<file path="config.mk">
export PLATFORM = sky130hd
export DESIGN_NAME = psd_div_cell
export DESIGN_NICKNAME = d
export VERILOG_FILES = /design/src/rtl/psd_pkg.sv /design/src/rtl/psd_div_cell.sv
export SDC_FILE = /design/constraint.sdc
export NUM_CORES = 1
export LEC_CHECK = 0
export BUFFER_PORTS_ARGS = -buffer_cell sky130_fd_sc_hd__clkbuf_2
export CORE_MARGIN = 2
export CORE_UTILIZATION = 30
export DETAILED_ROUTE_END_ITERATION = 8
export GPL_TIMING_DRIVEN = 0
export SYNTH_ARGS = -nofsm -noshare
export SYNTH_HDL_FRONTEND = slang
export SYNTH_SLANG_ARGS = --single-unit
export TNS_END_PERCENT = 5
</file>
<file path="constraint.sdc">
create_clock -name clk -period 0.9 [get_ports clk]
set_input_delay 0.09 -clock clk [delete_from_list [all_inputs] [get_ports clk]]
set_output_delay 0.09 -clock clk [all_outputs]
set_load 0.05 [all_outputs]
</file>
<file path="src/rtl/psd_pkg.sv">
`default_nettype none

package psd_pkg;

    // Coordinate width. The fraction width (8 bits) does not enter the
    // arithmetic: the distance comes out in the same units as the inputs.
    localparam int COORD_BITS = 24;

    localparam int DW   = COORD_BITS + 1;         // coordinate differences, signed
    localparam int PW   = 2 * DW;                 // products of differences, signed
    localparam int SQW  = 2 * COORD_BITS + 2;     // sums of squares, unsigned
    localparam int C1W  = 2 * COORD_BITS + 3;     // v.w, signed
    localparam int XW   = 2 * COORD_BITS + 2;     // cross product components, signed
    localparam int XMW  = 2 * COORD_BITS + 1;     // cross component magnitude
    localparam int HW   = COORD_BITS + 1;         // low half of a split magnitude
    localparam int HHW  = 2 * COORD_BITS;         // hi*hi partial product
    localparam int HLW  = 2 * COORD_BITS + 1;     // hi*lo partial product
    localparam int LLW  = 2 * COORD_BITS + 2;     // lo*lo partial product
    localparam int NUMW = 4 * COORD_BITS + 4;     // |v x w|^2
    localparam int QW   = 2 * COORD_BITS + 2;     // quotient, squared distance
    localparam int REMW = SQW + 1;                // divider partial remainder
    localparam int RW   = COORD_BITS + 1;         // square root, distance
    localparam int SRW  = RW + 2;                 // square root remainder

    localparam logic [1:0] MODE_CLAMP  = 2'd0;
    localparam logic [1:0] MODE_STRICT = 2'd1;
    localparam logic [1:0] MODE_INCL   = 2'd2;

    localparam logic [1:0] REGION_INSIDE = 2'd0;
    localparam logic [1:0] REGION_BEFORE = 2'd1;
    localparam logic [1:0] REGION_PAST   = 2'd2;

    typedef struct packed {
        logic [1:0]                   mode;
        logic signed [COORD_BITS-1:0] point_x;
        logic signed [COORD_BITS-1:0] point_y;
        logic signed [COORD_BITS-1:0] point_z;
        logic signed [COORD_BITS-1:0] start_x;
        logic signed [COORD_BITS-1:0] start_y;
        logic signed [COORD_BITS-1:0] start_z;
        logic signed [COORD_BITS-1:0] end_x;
        logic signed [COORD_BITS-1:0] end_y;
        logic signed [COORD_BITS-1:0] end_z;
    } in_t;

    typedef struct packed {
        logic [COORD_BITS:0] dist_res;
        logic [1:0]          region;
        logic                outside;
    } out_t;

    typedef struct packed {
        logic [1:0] region;
        logic       outside;
    } side_t;

    typedef struct packed {
        logic            valid;
        side_t           side;
        logic [QW-1:0]   low;
        logic [REMW-1:0] rem;
        logic [SQW-1:0]  den;
        logic [QW-1:0]   quo;
    } div_t;

    typedef struct packed {
        logic           valid;
        side_t          side;
        logic [QW-1:0]  rad;
        logic [SRW-1:0] rem;
        logic [RW-1:0]  root;
    } sqrt_t;

endpackage

`default_nettype wire

</file>
<file path="src/rtl/psd_div_cell.sv">
`default_nettype none

// One restoring division step: brings down one dividend bit and settles
// one quotient bit.
module psd_div_cell #(
    parameter int STEP = 0
) (
    input  logic          clk,
    input  logic          rst_n,
    input  logic          en,
    input  psd_pkg::div_t d,
    output psd_pkg::div_t q
);
    import psd_pkg::*;

    logic            valid_reg;
    div_t            data_reg, data_next;
    logic [REMW-1:0] trial;
    logic [REMW-1:0] den_ext;

    always_comb
    begin
        trial     = {d.rem[REMW-2:0], d.low[STEP]};
        den_ext   = REMW'(d.den);
        data_next = d;
        if (trial >= den_ext)
        begin
            data_next.rem       = trial - den_ext;
            data_next.quo[STEP] = 1'b1;
        end
        else
        begin
            data_next.rem = trial;
        end
    end

    always_ff @(posedge clk or negedge rst_n)
    begin
        if (!rst_n)
        begin
            valid_reg <= 1'b0;
        end
        else if (en)
        begin
            valid_reg <= d.valid;
        end
    end

    always_ff @(posedge clk)
    begin
        if (en)
        begin
            data_reg <= data_next;
        end
    end

    always_comb
    begin
        q       = data_reg;
        q.valid = valid_reg;
    end

endmodule

`default_nettype wire

</file>
==> results of run 1 <==
## power breakdown
part | leakage (nW) | switching (mW) | internal, mW
Clock | 0.361 | 4.01 | 5.54
Sequential | 2.01 | 0.528 | 11.7
Combinational | 5.54 | 6.98 | 5.16
Total | 7.91 | 11.5 | 22.4
## through the flow
| stage | utilization | cells |
|---|---|---|
| final | 0.571 | 1952 |
| after global routing | 0.571 | 1952 |
| after CTS | 0.550 | 1935 |
| after detailed placement | 0.398 | 1676 |
| after global placement | 0.396 | 1674 |
| after floorplan | - | 821 |
## layer usage
metal | vias up | global-route usage | part of all wire
met5 | - | 0 | 0.0013
met4 | 8 | 0.0923 | 0.045
met3 | 102 | 0.0687 | 0.094
met2 | 398 | 0.374 | 0.50
met1 | 4423 | 0.236 | 0.36
li1 | 4386 | - | -
## cells in the final DEF (no fill, tap or decap), drive strengths merged, types with 7 or more instances in the layout
| cell | netlist | routed |
|---|---|---|
| clkbuf | 17 | 351 |
| dlygate4sd3 | 0 | 205 |
| edfxtp | 204 | 204 |
| buf | 15 | 148 |
| nand2 | 95 | 95 |
| o21ai | 86 | 86 |
| inv | 63 | 64 |
| a21oi | 63 | 63 |
| ha | 50 | 50 |
| nor2 | 27 | 27 |
| a21o | 27 | 27 |
| xnor2 | 26 | 26 |
| xor2 | 20 | 20 |
| nand4 | 15 | 15 |
| nand3 | 14 | 14 |
| and3 | 11 | 11 |
| clkinv | 0 | 9 |
| o21bai | 8 | 8 |
| o21a | 7 | 7 |
| nor3 | 7 | 7 |
| mux2 | 7 | 7 |
## worst max path at each step
stage,end,slack (ps),depth (start not counted)
global placement,valid_reg,-3690,2
detailed placement,q[132],-2460,12
finish,q[150],-1520,15
floorplan,q[101],-1480,11
global route,q[150],-1550,15
CTS,q[101],-1410,12
## area by class of cell
class                      instances  area [µm²]
clock buffer                      24         579
timing repair buffer             655        6550
fill                            2575       14000
buffer                            25         262
multi-input combinational        521        4080
sequential                       205        6150
inverter                          63         262
tap                              442         553
antenna                            1        2.50
clock inverter                    16         170
## repair_timing
item                       4_1_cts  5_1_grt
setup endpoints to repair      257      258
resized for setup              465      190
cloned                           3        3
buffers inserted                13       19
hold endpoints to repair       205       33
pin swaps                       28       53
## logic make-up (layout without fill, tap and decap cells)
group                    count (synthesis)  in the layout  share of synthesized area
AO/OA/AOI/OAI                          223            223                      0.135
multiplexers                             8              8                     0.0104
adder cells (fa/ha/maj)                 51             51                     0.0648
buffers and inverters                   95            783                     0.0420
XOR/XNOR                                46             46                     0.0405
AND/OR/NAND/NOR                        193            193                     0.0896
other                                    0              1                          0
flip-flops                             205            205                      0.618
==> metrics.txt, run 1 <==
hold path cells 1; Worst Hold End q[151]; critical path peak fanout 5; Power Density 1820 nW/µm²; RSZ-0062 raised after global routing yes; slowest CP cell a221o_2; syn avg cell area 12.1 µm²; share of cells above drive strength 1 0.425; Top delay family on crit path compound AO/OA/AOI/OAI gates; Final setup viols 257; period utilization 2.68; Post-Synthesis Cells 821; status finished, violations left; root buf cell clkbuf_16; Worst-path clk slew 60 ps; Critical Path AT 2680 ps; final cell area excluding filler cells 18600 µm²; hold crit path type primary input to flip-flop; setup tns final -129260 ps; Lkg Pwr 7.91 nW; Worst slew margin 0.627; Max VDD drop 1.50 mV; GR Overflow Total 0; H-tree depth 1; clock latency on the worst-skew pair 520 ps; Routed WL 40100 µm; Starting Density 0.305; vias per cell 4.77; Die Span X 186 µm; half-perimeter wire length after placement 25600 µm; Req. time, crit path 1160 ps; Num CTS Buffers 23; startpoint types primary input; Yosys warning count 0; wire length per cell 20.5 µm; DRC violations left 0; area leader, netlist edfxtp_1; Hold Path Origin en; Clock Skew 0 ps; initial antenna violation count 5; CTS sink count 205; Synth top area share 0.615; DR pass1 iterations 4; Core ar. 32600 µm²; GPL Wtd Cong 0.861; FP Rows 66; die area 34700 µm²; GRT Total Usage 0.213; Least-Margin Pin Slew 554 ps; EDFF count, synth 204; synth top area cells edfxtp_1, ha_1, nand2_1; Syn-to-layout area delta 86.9%; most common flop cell mapped by yosys edfxtp_1; largest net degree at the start of global routing 79; first-pass GRT wire length 55800 µm; number of hold buffers added after CTS 205; Distinct cells, synth 54; DP Area 13000 µm²; vias 9317; r2r setup slk 130 ps; crit path cell chain buf_6, inv_4, ha_4, inv_2, fa_2, a21o_1, a221o_2, buf_6, nand2_4, a31oi_4, a31oi_4, o21ai_2, nand3b_1, a21oi_2, xor2_1; Yosys reg bits 205; clock period minus worst slack 2420 ps; Critical R2R Launch valid_reg; commonest cells in the netlist edfxtp_1, nand2_1, inv_1; antenna-violating nets left 0; nets 1753; vias in the first global route 9558; Setup CP Type primary input to flip-flop; crit path from d[151]; Hold Fails Final Rpt 8; CTS tree yes; max reg flops 204; worst slack, placed -2460 ps; Power Total 33.9 mW; max cap viols 0; cells on worst reg2reg path 1; ys async rst share 0.00488; post-synth net total 1080; RR Endpoint valid_reg; upper clock frequency limit 0.414 GHz; Die Ht 186 µm; maximum clock insertion buffer count 3; Detailed Route Iter0 Violations 466; setup ws final -1520 ps; Buffers on Ports 411; CP peak stage delay 460 ps; Slew Limit Fails 0; mapped cell area 9960 µm²; WP buf/inv 4; crit path capture type flip-flop; IO Count 413; most numerous cell in the Yosys netlist edfxtp_1; Seq/Total Area, Yosys 0.618; worst hold slack -58.4 ps; violated checks negative hold slack, negative setup slack
No activity file was read; power rests on OpenSTA's default activity.
==> inputs of run 2 (changes only) <==
- SETUP_SLACK_MARGIN: not set -> 0.4
- SLEW_MARGIN: not set -> 20
==> metrics.txt, run 2 (synthesis results as in run 1) <==
status finished, violations left; violated checks negative hold slack, negative setup slack; nets 1712 (-2.3%); Final setup viols 257 (unchanged); worst slack, placed -2420 ps (+40.3 ps); vias per cell 4.73 (-0.84%); Lkg Pwr 7.83 nW (-1.1%); Syn-to-layout area delta 84.2%; GRT Total Usage 0.214 (+0.00124); Detailed Route Iter0 Violations 420 (-9.9%); H-tree depth 1 (unchanged); clock latency on the worst-skew pair 530 ps (about the same); hold crit path type primary input to flip-flop; setup ws final -1390 ps (+125 ps); RSZ-0062 raised after global routing yes; critical path peak fanout 3 (-2); Num CTS Buffers 24 (+4.3%); Slew Limit Fails 0 (unchanged); largest net degree at the start of global routing 81 (+2.5%); Die Ht 186 µm (unchanged); wire length per cell 20.8 µm (+1.3%); vias 9059 (-2.8%); initial antenna violation count 5 (unchanged); crit path capture type flip-flop; vias in the first global route 9387 (-1.8%); IO Count 413 (unchanged); die area 34700 µm² (unchanged); post-layout util 0.562 (-0.00848); DR pass1 iterations 4 (unchanged); share of cells above drive strength 1 0.459 (+0.0344); Hold Fails Final Rpt 52 (+44); Req. time, crit path 1180 ps (+20 ps); commonest cells after routing, fill and taps aside edfxtp_1, clkbuf_2, dlygate4sd3_1, clkbuf_8, buf_8; Die Span X 186 µm (unchanged); Worst slew margin 0.616 (-0.0102); worst hold slack -187 ps (-128 ps); Clock Skew 0 ps (unchanged); upper clock frequency limit 0.436 GHz (+5.5%); Setup CP Type primary input to flip-flop; GPL Wtd Cong 0.822 (-4.5%); CTS tree yes; Critical Path AT 2570 ps (-110 ps); Least-Margin Pin Slew 569 ps (+15.1 ps); most common cell after layout, fill and taps aside edfxtp_1; Core ar. 32600 µm² (unchanged); Worst-path clk slew 60 ps (about the same); Max VDD drop 1.53 mV (+2.4%); max reg flops 204 (unchanged); Routed WL 39800 µm (-0.63%); CTS sink count 205 (unchanged); root buf cell clkbuf_16; max cap viols 0 (unchanged); first-pass GRT wire length 55600 µm (-0.28%); DRC violations left 0 (unchanged); FP Rows 66 (unchanged); antenna-violating nets left 0 (unchanged); Power Density 1850 nW/µm² (+1.7%); Buffers on Ports 411 (unchanged); maximum clock insertion buffer count 3 (unchanged); half-perimeter wire length after placement 27000 µm (+5.4%); GR Overflow Total 0 (unchanged); Starting Density 0.305 (unchanged); clock period minus worst slack 2290 ps (-125 ps); period utilization 2.55 (-0.139); startpoint types primary input
-- run 2: cell types whose count changed in the layout (fill, tap and decap cells not counted), sizes merged --
cell,delta
bufinv,-1
clkinvlp,-1
inv,-1
clkinv,+1
dlymetal6s4s,+2
buf,+11
dlygate4sd3,-54
clkbuf,+4
diode,+1
-- run 2: path summary, 6_finish.rpt --
check / start / end / slack, ps / cells after the start
setup / recovery: d[151] / q[144] / -1390 / 14
min in group asynchronous: rst_n / valid_reg / 10 / 3
setup reg to reg: valid_reg / valid_reg / 80 / 1
hold / removal: d[0] / q[0] / -190 / 2
max in group asynchronous: rst_n / valid_reg / 800 / 3
hold reg to reg: valid_reg / valid_reg / 610 / 1
-- run 2: worst max-delay path, stage by stage --
cell       delay, ps
buf_8            100
inv_4             50
ha_4             140
inv_4             30
fa_2             370
a21o_1           200
a221o_2          420
a21oi_2          200
o2111ai_2        120
nand2_2          190
o31ai_4          140
a31oi_1          240
xor2_1           170
o21ai_1           90
-- run 2: through the flow --
stage          cell area (µm²)  TNS (ps)  cells  power [mW]
2_1_floorplan            10300    -74060    821        18.3
3_3_place_gp             12900   -832030   1674        20.9
3_5_place_dp             13000   -186470   1676        20.9
4_1_cts                  17500   -136030   1891        33.2
5_1_grt                  18300   -140780   1914        35.3
6_report                 18300   -129330   1914        34.0
-- run 2: final cells by class --
class | instances | area [µm²]
Antenna cell | 2 | 5.00
Buffer | 32 | 333
Clock buffer | 29 | 639
Clock inverter | 14 | 135
Fill cell | 2633 | 14300
Inverter | 63 | 264
Multi-Input combinational cell | 521 | 4170
Sequential cell | 205 | 6150
Tap cell | 442 | 553
Timing Repair Buffer | 606 | 6080
-- run 2: repair_timing --
item / CTS / global route
endpoints found under the setup margin: 401 / 407
pin swaps: 27 / 43
endpoints found under the hold margin: 209 / 54
gates cloned: 1 / 5
hold buffers: 153 / 1
buffers inserted: 18 / 15
gates resized for setup: 465 / 257
-- run 2: routing by layer --
layer | vias to the layer above | GRT usage | share of wire
met2 | 381 | 0.366 | 0.49
met4 | 6 | 0.100 | 0.047
met5 | - | 0 | 0.00085
met3 | 80 | 0.0812 | 0.097
li1 | 4304 | - | -
met1 | 4288 | 0.235 | 0.36
-- run 2: power breakdown --
group          internal, mW  switching [mW]
sequential             11.7           0.534
combinational          5.10            7.02
clock                  5.63            4.00
