File: config.mk
export PLATFORM = sky130hd
export DESIGN_NAME = psd_sqrt_cell
export DESIGN_NICKNAME = d
export VERILOG_FILES = /design/src/rtl/psd_pkg.sv /design/src/rtl/psd_sqrt_cell.sv
export SDC_FILE = /design/constraint.sdc
export NUM_CORES = 1
export LEC_CHECK = 0
export BUFFER_PORTS_ARGS = -buffer_cell sky130_fd_sc_hd__buf_4
export CAP_MARGIN = 20
export CORE_MARGIN = 1
export CORE_UTILIZATION = 44
export DETAILED_ROUTE_END_ITERATION = 6
export PLACE_DENSITY = 0.77
export SYNTH_ARGS = -nofsm -noshare
export SYNTH_HDL_FRONTEND = slang
export SYNTH_SLANG_ARGS = --single-unit
File: constraint.sdc
create_clock -name clk -period 0.8 [get_ports clk]
set_clock_uncertainty 0.05 [all_clocks]
set_input_delay 0.12 -clock clk [delete_from_list [all_inputs] [get_ports clk]]
set_output_delay 0.12 -clock clk [all_outputs]
set_load 0.05 [all_outputs]
File: src/rtl/psd_pkg.sv
`default_nettype none

package psd_pkg;

    // Coordinate width. The fraction width (8 bits) does not enter the
    // arithmetic: the distance comes out in the same units as the inputs.
    localparam int COORD_BITS = 24;

    localparam int DW   = COORD_BITS + 1;         // coordinate differences, signed
    localparam int PW   = 2 * DW;                 // products of differences, signed
    localparam int SQW  = 2 * COORD_BITS + 2;     // sums of squares, unsigned
    localparam int C1W  = 2 * COORD_BITS + 3;     // v.w, signed
    localparam int XW   = 2 * COORD_BITS + 2;     // cross product components, signed
    localparam int XMW  = 2 * COORD_BITS + 1;     // cross component magnitude
    localparam int HW   = COORD_BITS + 1;         // low half of a split magnitude
    localparam int HHW  = 2 * COORD_BITS;         // hi*hi partial product
    localparam int HLW  = 2 * COORD_BITS + 1;     // hi*lo partial product
    localparam int LLW  = 2 * COORD_BITS + 2;     // lo*lo partial product
    localparam int NUMW = 4 * COORD_BITS + 4;     // |v x w|^2
    localparam int QW   = 2 * COORD_BITS + 2;     // quotient, squared distance
    localparam int REMW = SQW + 1;                // divider partial remainder
    localparam int RW   = COORD_BITS + 1;         // square root, distance
    localparam int SRW  = RW + 2;                 // square root remainder

    localparam logic [1:0] MODE_CLAMP  = 2'd0;
    localparam logic [1:0] MODE_STRICT = 2'd1;
    localparam logic [1:0] MODE_INCL   = 2'd2;

    localparam logic [1:0] REGION_INSIDE = 2'd0;
    localparam logic [1:0] REGION_BEFORE = 2'd1;
    localparam logic [1:0] REGION_PAST   = 2'd2;

    typedef struct packed {
        logic [1:0]                   mode;
        logic signed [COORD_BITS-1:0] point_x;
        logic signed [COORD_BITS-1:0] point_y;
        logic signed [COORD_BITS-1:0] point_z;
        logic signed [COORD_BITS-1:0] start_x;
        logic signed [COORD_BITS-1:0] start_y;
        logic signed [COORD_BITS-1:0] start_z;
        logic signed [COORD_BITS-1:0] end_x;
        logic signed [COORD_BITS-1:0] end_y;
        logic signed [COORD_BITS-1:0] end_z;
    } in_t;

    typedef struct packed {
        logic [COORD_BITS:0] dist_res;
        logic [1:0]          region;
        logic                outside;
    } out_t;

    typedef struct packed {
        logic [1:0] region;
        logic       outside;
    } side_t;

    typedef struct packed {
        logic            valid;
        side_t           side;
        logic [QW-1:0]   low;
        logic [REMW-1:0] rem;
        logic [SQW-1:0]  den;
        logic [QW-1:0]   quo;
    } div_t;

    typedef struct packed {
        logic           valid;
        side_t          side;
        logic [QW-1:0]  rad;
        logic [SRW-1:0] rem;
        logic [RW-1:0]  root;
    } sqrt_t;

endpackage

`default_nettype wire

File: src/rtl/psd_sqrt_cell.sv
`default_nettype none

// One digit-by-digit square root step: takes two radicand bits and
// settles one root bit.
module psd_sqrt_cell #(
    parameter int STEP = 0
) (
    input  logic           clk,
    input  logic           rst_n,
    input  logic           en,
    input  psd_pkg::sqrt_t d,
    output psd_pkg::sqrt_t q
);
    import psd_pkg::*;

    localparam int TW = SRW + 2;

    logic          valid_reg;
    sqrt_t         data_reg, data_next;
    logic [TW-1:0] acc;
    logic [TW-1:0] trial;
    logic          take;

    always_comb
    begin
        acc   = {d.rem, d.rad[2*STEP+1 -: 2]};
        trial = TW'({d.root, 2'b01});
        take  = acc >= trial;
        data_next      = d;
        data_next.root = {d.root[RW-2:0], take};
        data_next.rem  = take ? SRW'(acc - trial) : acc[SRW-1:0];
    end

    always_ff @(posedge clk or negedge rst_n)
    begin
        if (!rst_n)
        begin
            valid_reg <= 1'b0;
        end
        else if (en)
        begin
            valid_reg <= d.valid;
        end
    end

    always_ff @(posedge clk)
    begin
        if (en)
        begin
            data_reg <= data_next;
        end
    end

    always_comb
    begin
        q       = data_reg;
        q.valid = valid_reg;
    end

endmodule

`default_nettype wire

==> flow_summary.json, run 1 <==
{
  "maxCapViolations": 0,
  "syn_nets": 504,
  "finalHoldViolations": 1,
  "wl_per_cell_um": 23.17,
  "syn_area_um2": 5156,
  "fin_nets": 913,
  "fin_crit_ns": 2.505,
  "drv_slew": 0,
  "initial_core_util_pct": 45.16,
  "r2r_cells": 2,
  "wl_met1_mm": 7.610,
  "grt_antenna_before_repair": 1,
  "synth_commonest_cells": "edfxtp_1 (105), inv_1 (40), ha_1 (27)",
  "ios": 215,
  "vdd_drop_max_v": 0.001612,
  "htreeDepth": 3,
  "wl_met3_mm": 2.183,
  "port_buffers": 214,
  "coreArea_um2": 11420,
  "overflow": 0,
  "synth_ff_type": "edfxtp_1",
  "rr_startpoint": "valid_reg$_DFFE_PN0P_",
  "dp_cells": 815,
  "routabilityCongestion": 0.9291,
  "r2r-end": "valid_reg$_DFFE_PN0P_",
  "p_leak_nw": 4.277,
  "fin_crit_sh_pct": 313.1,
  "critPathMaxFanout": 3,
  "cellPowerDensity_nw_per_um2": 1969,
  "seq_area_frac_synth_pct": 61.64,
  "cts_tree": "yes",
  "largest_register_ffs": 105,
  "start_kind": "primary input",
  "vias": 5000,
  "syn_area_per_cell_um2": 14.01,
  "cts_buffers": 9,
  "first_global_vias": 5138,
  "crit_path_end_kind": "flip-flop",
  "area_growth_pct": 87.07,
  "cp-startpoint": "d[0]",
  "grt_pass1_wl_mm": 28.24,
  "layoutNonFillerInstCount": 925,
  "hold_slack_ns": -0.04368,
  "netlist_instances": 368,
  "slew_headroom_pct": 73.36,
  "total_power_mw": 18.99,
  "drtAntennaViolNets": 0,
  "fin_area_um2": 9646,
  "rsz0062_at_grt": "true",
  "synth_area_leaders": "edfxtp_1 (61%), ha_1 (6.6%), mux2_4 (4.4%)",
  "ys_ff_latch": 106,
  "die_width_um": 110.3,
  "min_path_type": "primary input to flip-flop",
  "cts.sinks": 106,
  "synth_largest_area_cell": "edfxtp_1",
  "status": "finished with violations",
  "viasPerCell": 5.405,
  "reg2reg_slack_ns": -0.19,
  "cts.path.max_buffers": 2,
  "die_area_um2": 12160,
  "wl_met2_mm": 10.50,
  "wirelength_mm": 21.43,
  "layout-drive-gt1-share_pct": 53.71,
  "antennaDiodeCount": 0,
  "setup-violations-final": 136,
  "synth.most_common_cell": "edfxtp_1",
  "synth_top_area_share_pct": 61.15,
  "clock_latency_ns": 0.37,
  "violations": "negative hold slack, negative setup slack",
  "setup_slack_ns": -1.705,
  "highest_layer": "met5",
  "hold_buffers": 78,
  "die_h_um": 110.3,
  "drc": 0,
  "cp.arrival_ns": 2.57,
  "clk_pin_slew_worst_paths_ns": 0.08,
  "synth_edf_count": 105,
  "drtPass1Iterations": 5,
  "cts-root-buf": "clkbuf_16",
  "worstSetupEndpoint": "q[49]$_DFFE_PP_",
  "placed_area_um2": 7874,
  "critical_path_class": "primary input to flip-flop",
  "dpl.hpwl_mm": 11.45,
  "required_ns": 0.87,
  "rows": 39,
  "maxClockFrequency_ghz": 0.3992,
  "grt_use_total_pct": 32.74,
  "synth.distinct_cells": 53,
  "drtIter0Drc": 438,
  "synth-async-reset-ratio_pct": 0.9434,
  "ys_warn_count": 0,
  "grt_max_degree": 36,
  "worst_pin_slew_ns": 0.3971
}
## logic make-up after synthesis
| kind of cell | after synthesis | synth area share, % |
|---|---|---|
| buf+inv | 52 | 4.829 |
| xor+xnor | 25 | 4.247 |
| compound gates | 77 | 10.36 |
| fa+ha+maj | 27 | 6.552 |
| mux | 27 | 6.916 |
| flops | 106 | 61.64 |
| simple gates | 54 | 5.460 |
## layer usage
metal	global-route usage [%]	up-vias
li1	-	2190
met1	36.60	2358
met2	55.01	357
met3	10.64	93
met4	18.33	2
met5	0	-
## timing repair
action | CTS | global route
gates resized for setup | 122 | 17
buffers inserted | 8 | 6
endpoints found under the setup margin | 134 | 135
hold endpoints to repair | 79 | 1
pin swaps | 0 | 3
cloned | 1 | 1
## worst min-delay path by stage
stage	start	endpoint	slack, ns	cells past startpoint
floorplan	rst_n	valid_reg$_DFFE_PN0P_	-0.23	0
global placement	rst_n	valid_reg$_DFFE_PN0P_	-0.15	1
detailed placement	rst_n	valid_reg$_DFFE_PN0P_	-0.15	1
CTS	d[105]	valid_reg$_DFFE_PN0P_	-0.05	2
global route	d[105]	valid_reg$_DFFE_PN0P_	-0.04	2
finish	d[105]	valid_reg$_DFFE_PN0P_	-0.04	2
## critical path, cell delays in order
cell and delay [ns]:
buf_4 0.12, inv_1 0.11, ha_4 0.23, buf_4 0.15, nor2b_1 0.15, o2111ai_1 0.30
buf_4 0.18, nand3b_1 0.12, a31oi_1 0.22, buf_4 0.16, nand2b_1 0.13, o211ai_1 0.13
xor2_1 0.17, mux2_4 0.27
## layout make-up
type                            instances  area [um2]
Clock inverter                          6       63.81
Tap cell                              143       178.9
Sequential cell                       106        3178
Timing Repair Buffer                  410        3817
Clock buffer                           10       229.0
Fill cell                             481        1773
Inverter                               40       155.1
Multi-Input combinational cell        210        2023
## power by group
group          switching, mW  internal (mW)
sequential             0.356           6.81
clock                   2.22           2.44
combinational           3.92           3.25
total                   6.50           12.5
## placed cells by master, fill, tap and decap left out, types with 2 or more instances in the layout
cell / count
nand4_1: 9
edfxtp_1: 105
inv_6: 2
a21oi_4: 2
nand2b_1: 4
dlygate4sd3_1: 78
mux2_2: 7
and3_4: 2
mux2_4: 17
buf_6: 115
inv_2: 6
and2_1: 2
nor2_1: 12
a21oi_2: 5
buf_12: 6
a21oi_1: 19
a211o_1: 2
o21ai_0: 5
ha_4: 14
inv_4: 2
ha_1: 12
inv_1: 32
a21o_1: 7
o21ai_2: 3
mux2i_2: 2
nand2_1: 11
o21a_1: 3
buf_4: 209
clkbuf_16: 10
a31oi_1: 3
o221ai_1: 3
xor2_1: 8
xnor2_1: 17
nand3_1: 3
nor3_1: 2
a211oi_1: 3
o21bai_1: 5
## per-stage QoR
step                hold slack, ns  setup TNS, ns  setup slack (ns)  util, %
finish                    -0.04368         -79.90            -1.705    84.47
global route              -0.04346         -83.84            -1.769    84.47
CTS                       -0.05119         -75.09            -1.611    83.20
detailed placement         -0.1511         -63.13            -2.036    68.96
global placement           -0.1535         -61.00            -1.981    68.96
floorplan                  -0.2256         -47.96            -1.787        -
Power figures use the tool's default switching activity.
==> run 2: changes to the inputs <==
--- a/config.mk
+++ b/config.mk
@@ -8,9 +8,9 @@
 export BUFFER_PORTS_ARGS = -buffer_cell sky130_fd_sc_hd__buf_4
 export CAP_MARGIN = 20
 export CORE_MARGIN = 1
-export CORE_UTILIZATION = 44
+export CORE_UTILIZATION = 48
 export DETAILED_ROUTE_END_ITERATION = 6
-export PLACE_DENSITY = 0.77
+export PLACE_DENSITY = 0.8
 export SYNTH_ARGS = -nofsm -noshare
 export SYNTH_HDL_FRONTEND = slang
 export SYNTH_SLANG_ARGS = --single-unit
==> constraint.sdc (replaced) <==
create_clock -name clk -period 2.47 [get_ports clk]
set_clock_uncertainty 0.05 [all_clocks]
set_input_delay 0.3705 -clock clk [delete_from_list [all_inputs] [get_ports clk]]
set_output_delay 0.3705 -clock clk [all_outputs]
set_load 0.05 [all_outputs]
==> run 2 against run 1 <==
  * The run ends with negative setup slack left
  * Worst hold slack better by 0.14 ns
  * Die area down 8.2%
  * Sequential cell count unchanged
  * Highest routed layer is now met4
==> flow_summary.json, run 2 (synthesized netlist as in run 1, its figures left out) <==
{
  "fin_nets": 825,
  "tns_ns": -5.922,
  "drtIter0Drc": 200,
  "rr_startpoint": "valid_reg$_DFFE_PN0P_",
  "critPathMaxFanout": 7,
  "die_area_um2": 11160,
  "htreeDepth": 3,
  "drtAntennaViolNets": 0,
  "setup-violations-final": 27,
  "coreArea_um2": 10370,
  "ios": 215,
  "cts_tree": "yes",
  "clk_pin_slew_worst_paths_ns": 0.12,
  "drtPass1Iterations": 4,
  "setup_slack_ns": -0.2391,
  "layout_commonest_cell": "buf_4",
  "violations": "negative setup slack",
  "cellPowerDensity_nw_per_um2": 647.8,
  "critical_path_class": "primary input to flip-flop",
  "start_kind": "primary input",
  "die_width_um": 105.6,
  "fin_crit_ns": 2.709,
  "wirelength_mm": 14.51,
  "worst_pin_slew_ns": 0.4014,
  "final_util_pct": 79.96,
  "hp-start": "d[56]",
  "largest_register_ffs": 105,
  "slew_headroom_pct": 73.24,
  "finalHoldViolations": 0,
  "cts_buffers": 9,
  "initial_core_util_pct": 49.72,
  "status": "finished with violations",
  "routabilityCongestion": 0.8615,
  "cts.path.max_buffers": 2,
  "dp_cells": 795,
  "area_growth_pct": 60.81,
  "cts.sinks": 106,
  "p_leak_nw": 3.768,
  "vdd_drop_max_v": 0.0003485,
  "die_h_um": 105.6,
  "viasPerCell": 5.055,
  "grt_use_total_pct": 25.17,
  "clock_latency_ns": 0.38,
  "min_path_type": "primary input to flip-flop",
  "overflow": 0,
  "fin_crit_sh_pct": 109.7,
  "grt_pass1_wl_mm": 21.31,
  "rsz0062_at_grt": "true",
  "first_global_vias": 4189,
  "drv_slew": 0,
  "layout-drive-gt1-share_pct": 58.36,
  "wl_per_cell_um": 17.48,
  "dpl.hpwl_mm": 10.90,
  "grt_max_degree": 65,
  "vias": 4196,
  "port_buffers": 214,
  "cp-startpoint": "d[10]",
  "required_ns": 2.56,
  "cp.arrival_ns": 2.79,
  "grt_antenna_before_repair": 0,
  "maxClockFrequency_ghz": 0.3691,
  "maxCapViolations": 0,
  "final_cell_mix": "buf_4 (304), edfxtp_1 (105), inv_1 (32)",
  "drc": 0,
  "cts-root-buf": "clkbuf_8",
  "n_fill_cell": 608,
  "layoutNonFillerInstCount": 830,
  "hold_slack_ns": 0.09939,
  "placed_area_um2": 7717,
  "rows": 37,
  "crit_path_end_kind": "flip-flop",
  "antennaDiodeCount": 0,
  "fin_area_um2": 8292
}
-- run 2: changes by cell type in the layout (fill, tap and decap cells not counted), moves of 5 or more --
cell / previous run / this run
clkbuf_16: 10 / 1
buf_4: 209 / 304
clkbuf_8: 0 / 9
dlygate4sd3_1: 78 / 1
mux2_2: 7 / 2
buf_6: 115 / 10
mux2_4: 17 / 22
-- run 2: final cells by class --
| cell class | instances | area, um2 | area share, % |
|---|---|---|---|
| flip-flops and latches | 106 | 3178 | 38.33 |
| repair buffers | 322 | 2555 | 30.81 |
| multi-input cells | 210 | 2028 | 24.46 |
| well taps | 136 | 170.2 | 2.052 |
| inverters | 40 | 157.7 | 1.901 |
| clock buffers | 9 | 123.9 | 1.494 |
| clock inverters | 7 | 78.83 | 0.9507 |
-- run 2: worst max-delay path: stages --
cell	delay, ns
buf_8	0.10
inv_4	0.05
ha_4	0.22
a21oi_4	0.18
o21ai_4	0.09
a221oi_4	0.31
o31ai_2	0.13
a41oi_2	0.21
o31ai_1	0.10
a2111o_1	0.43
buf_6	0.16
buf_8	0.14
mux2_4	0.29
-- run 2: per-stage QoR --
stage	setup WS (ns)	power, mW
final	-0.2391	5.372
after global routing	-0.2784	5.560
after CTS	-0.1762	5.311
after detailed placement	-0.5911	4.187
after global placement	-0.4849	4.150
after floorplan	-0.3676	3.460
-- run 2: worst paths after layout --
check / endpoint / slack, ns / depth (start not counted)
worst max register to register: valid_reg$_DFFE_PN0P_ / 1.65 / 1
worst min register to register: valid_reg$_DFFE_PN0P_ / 0.50 / 1
min in group asynchronous: valid_reg$_DFFE_PN0P_ / 0.24 / 2
worst max-delay path: q[28]$_DFFE_PP_ / -0.24 / 13
worst min-delay path: q[56]$_DFFE_PP_ / 0.1 / 1
max in group asynchronous: valid_reg$_DFFE_PN0P_ / 2.06 / 2
-- run 2: power breakdown --
part           switching [mW]  internal, mW
Sequential             0.0547          2.20
Combinational            1.16         0.857
Clock                   0.694         0.411
-- run 2: repair_timing --
item / 4_1_cts / 5_1_grt
hold buffers: 1 / 0
hold endpoints to repair: 1 / 0
endpoints found under the setup margin: 25 / 27
cloned: 2 / 1
setup buffers: 6 / 9
resized for setup: 12 / 28
pin swaps: 1 / 14
-- run 2: metal layers --
| metal | routed length, um | global-route usage [%] | up-vias |
|---|---|---|---|
| met3 | 981 | 5.813 | 14 |
| met5 | 0 | 0 | - |
| met4 | 163 | 6.647 | 0 |
| met1 | 5747 | 29.72 | 2015 |
| li1 | - | - | 2007 |
| met2 | 7619 | 45.80 | 160 |
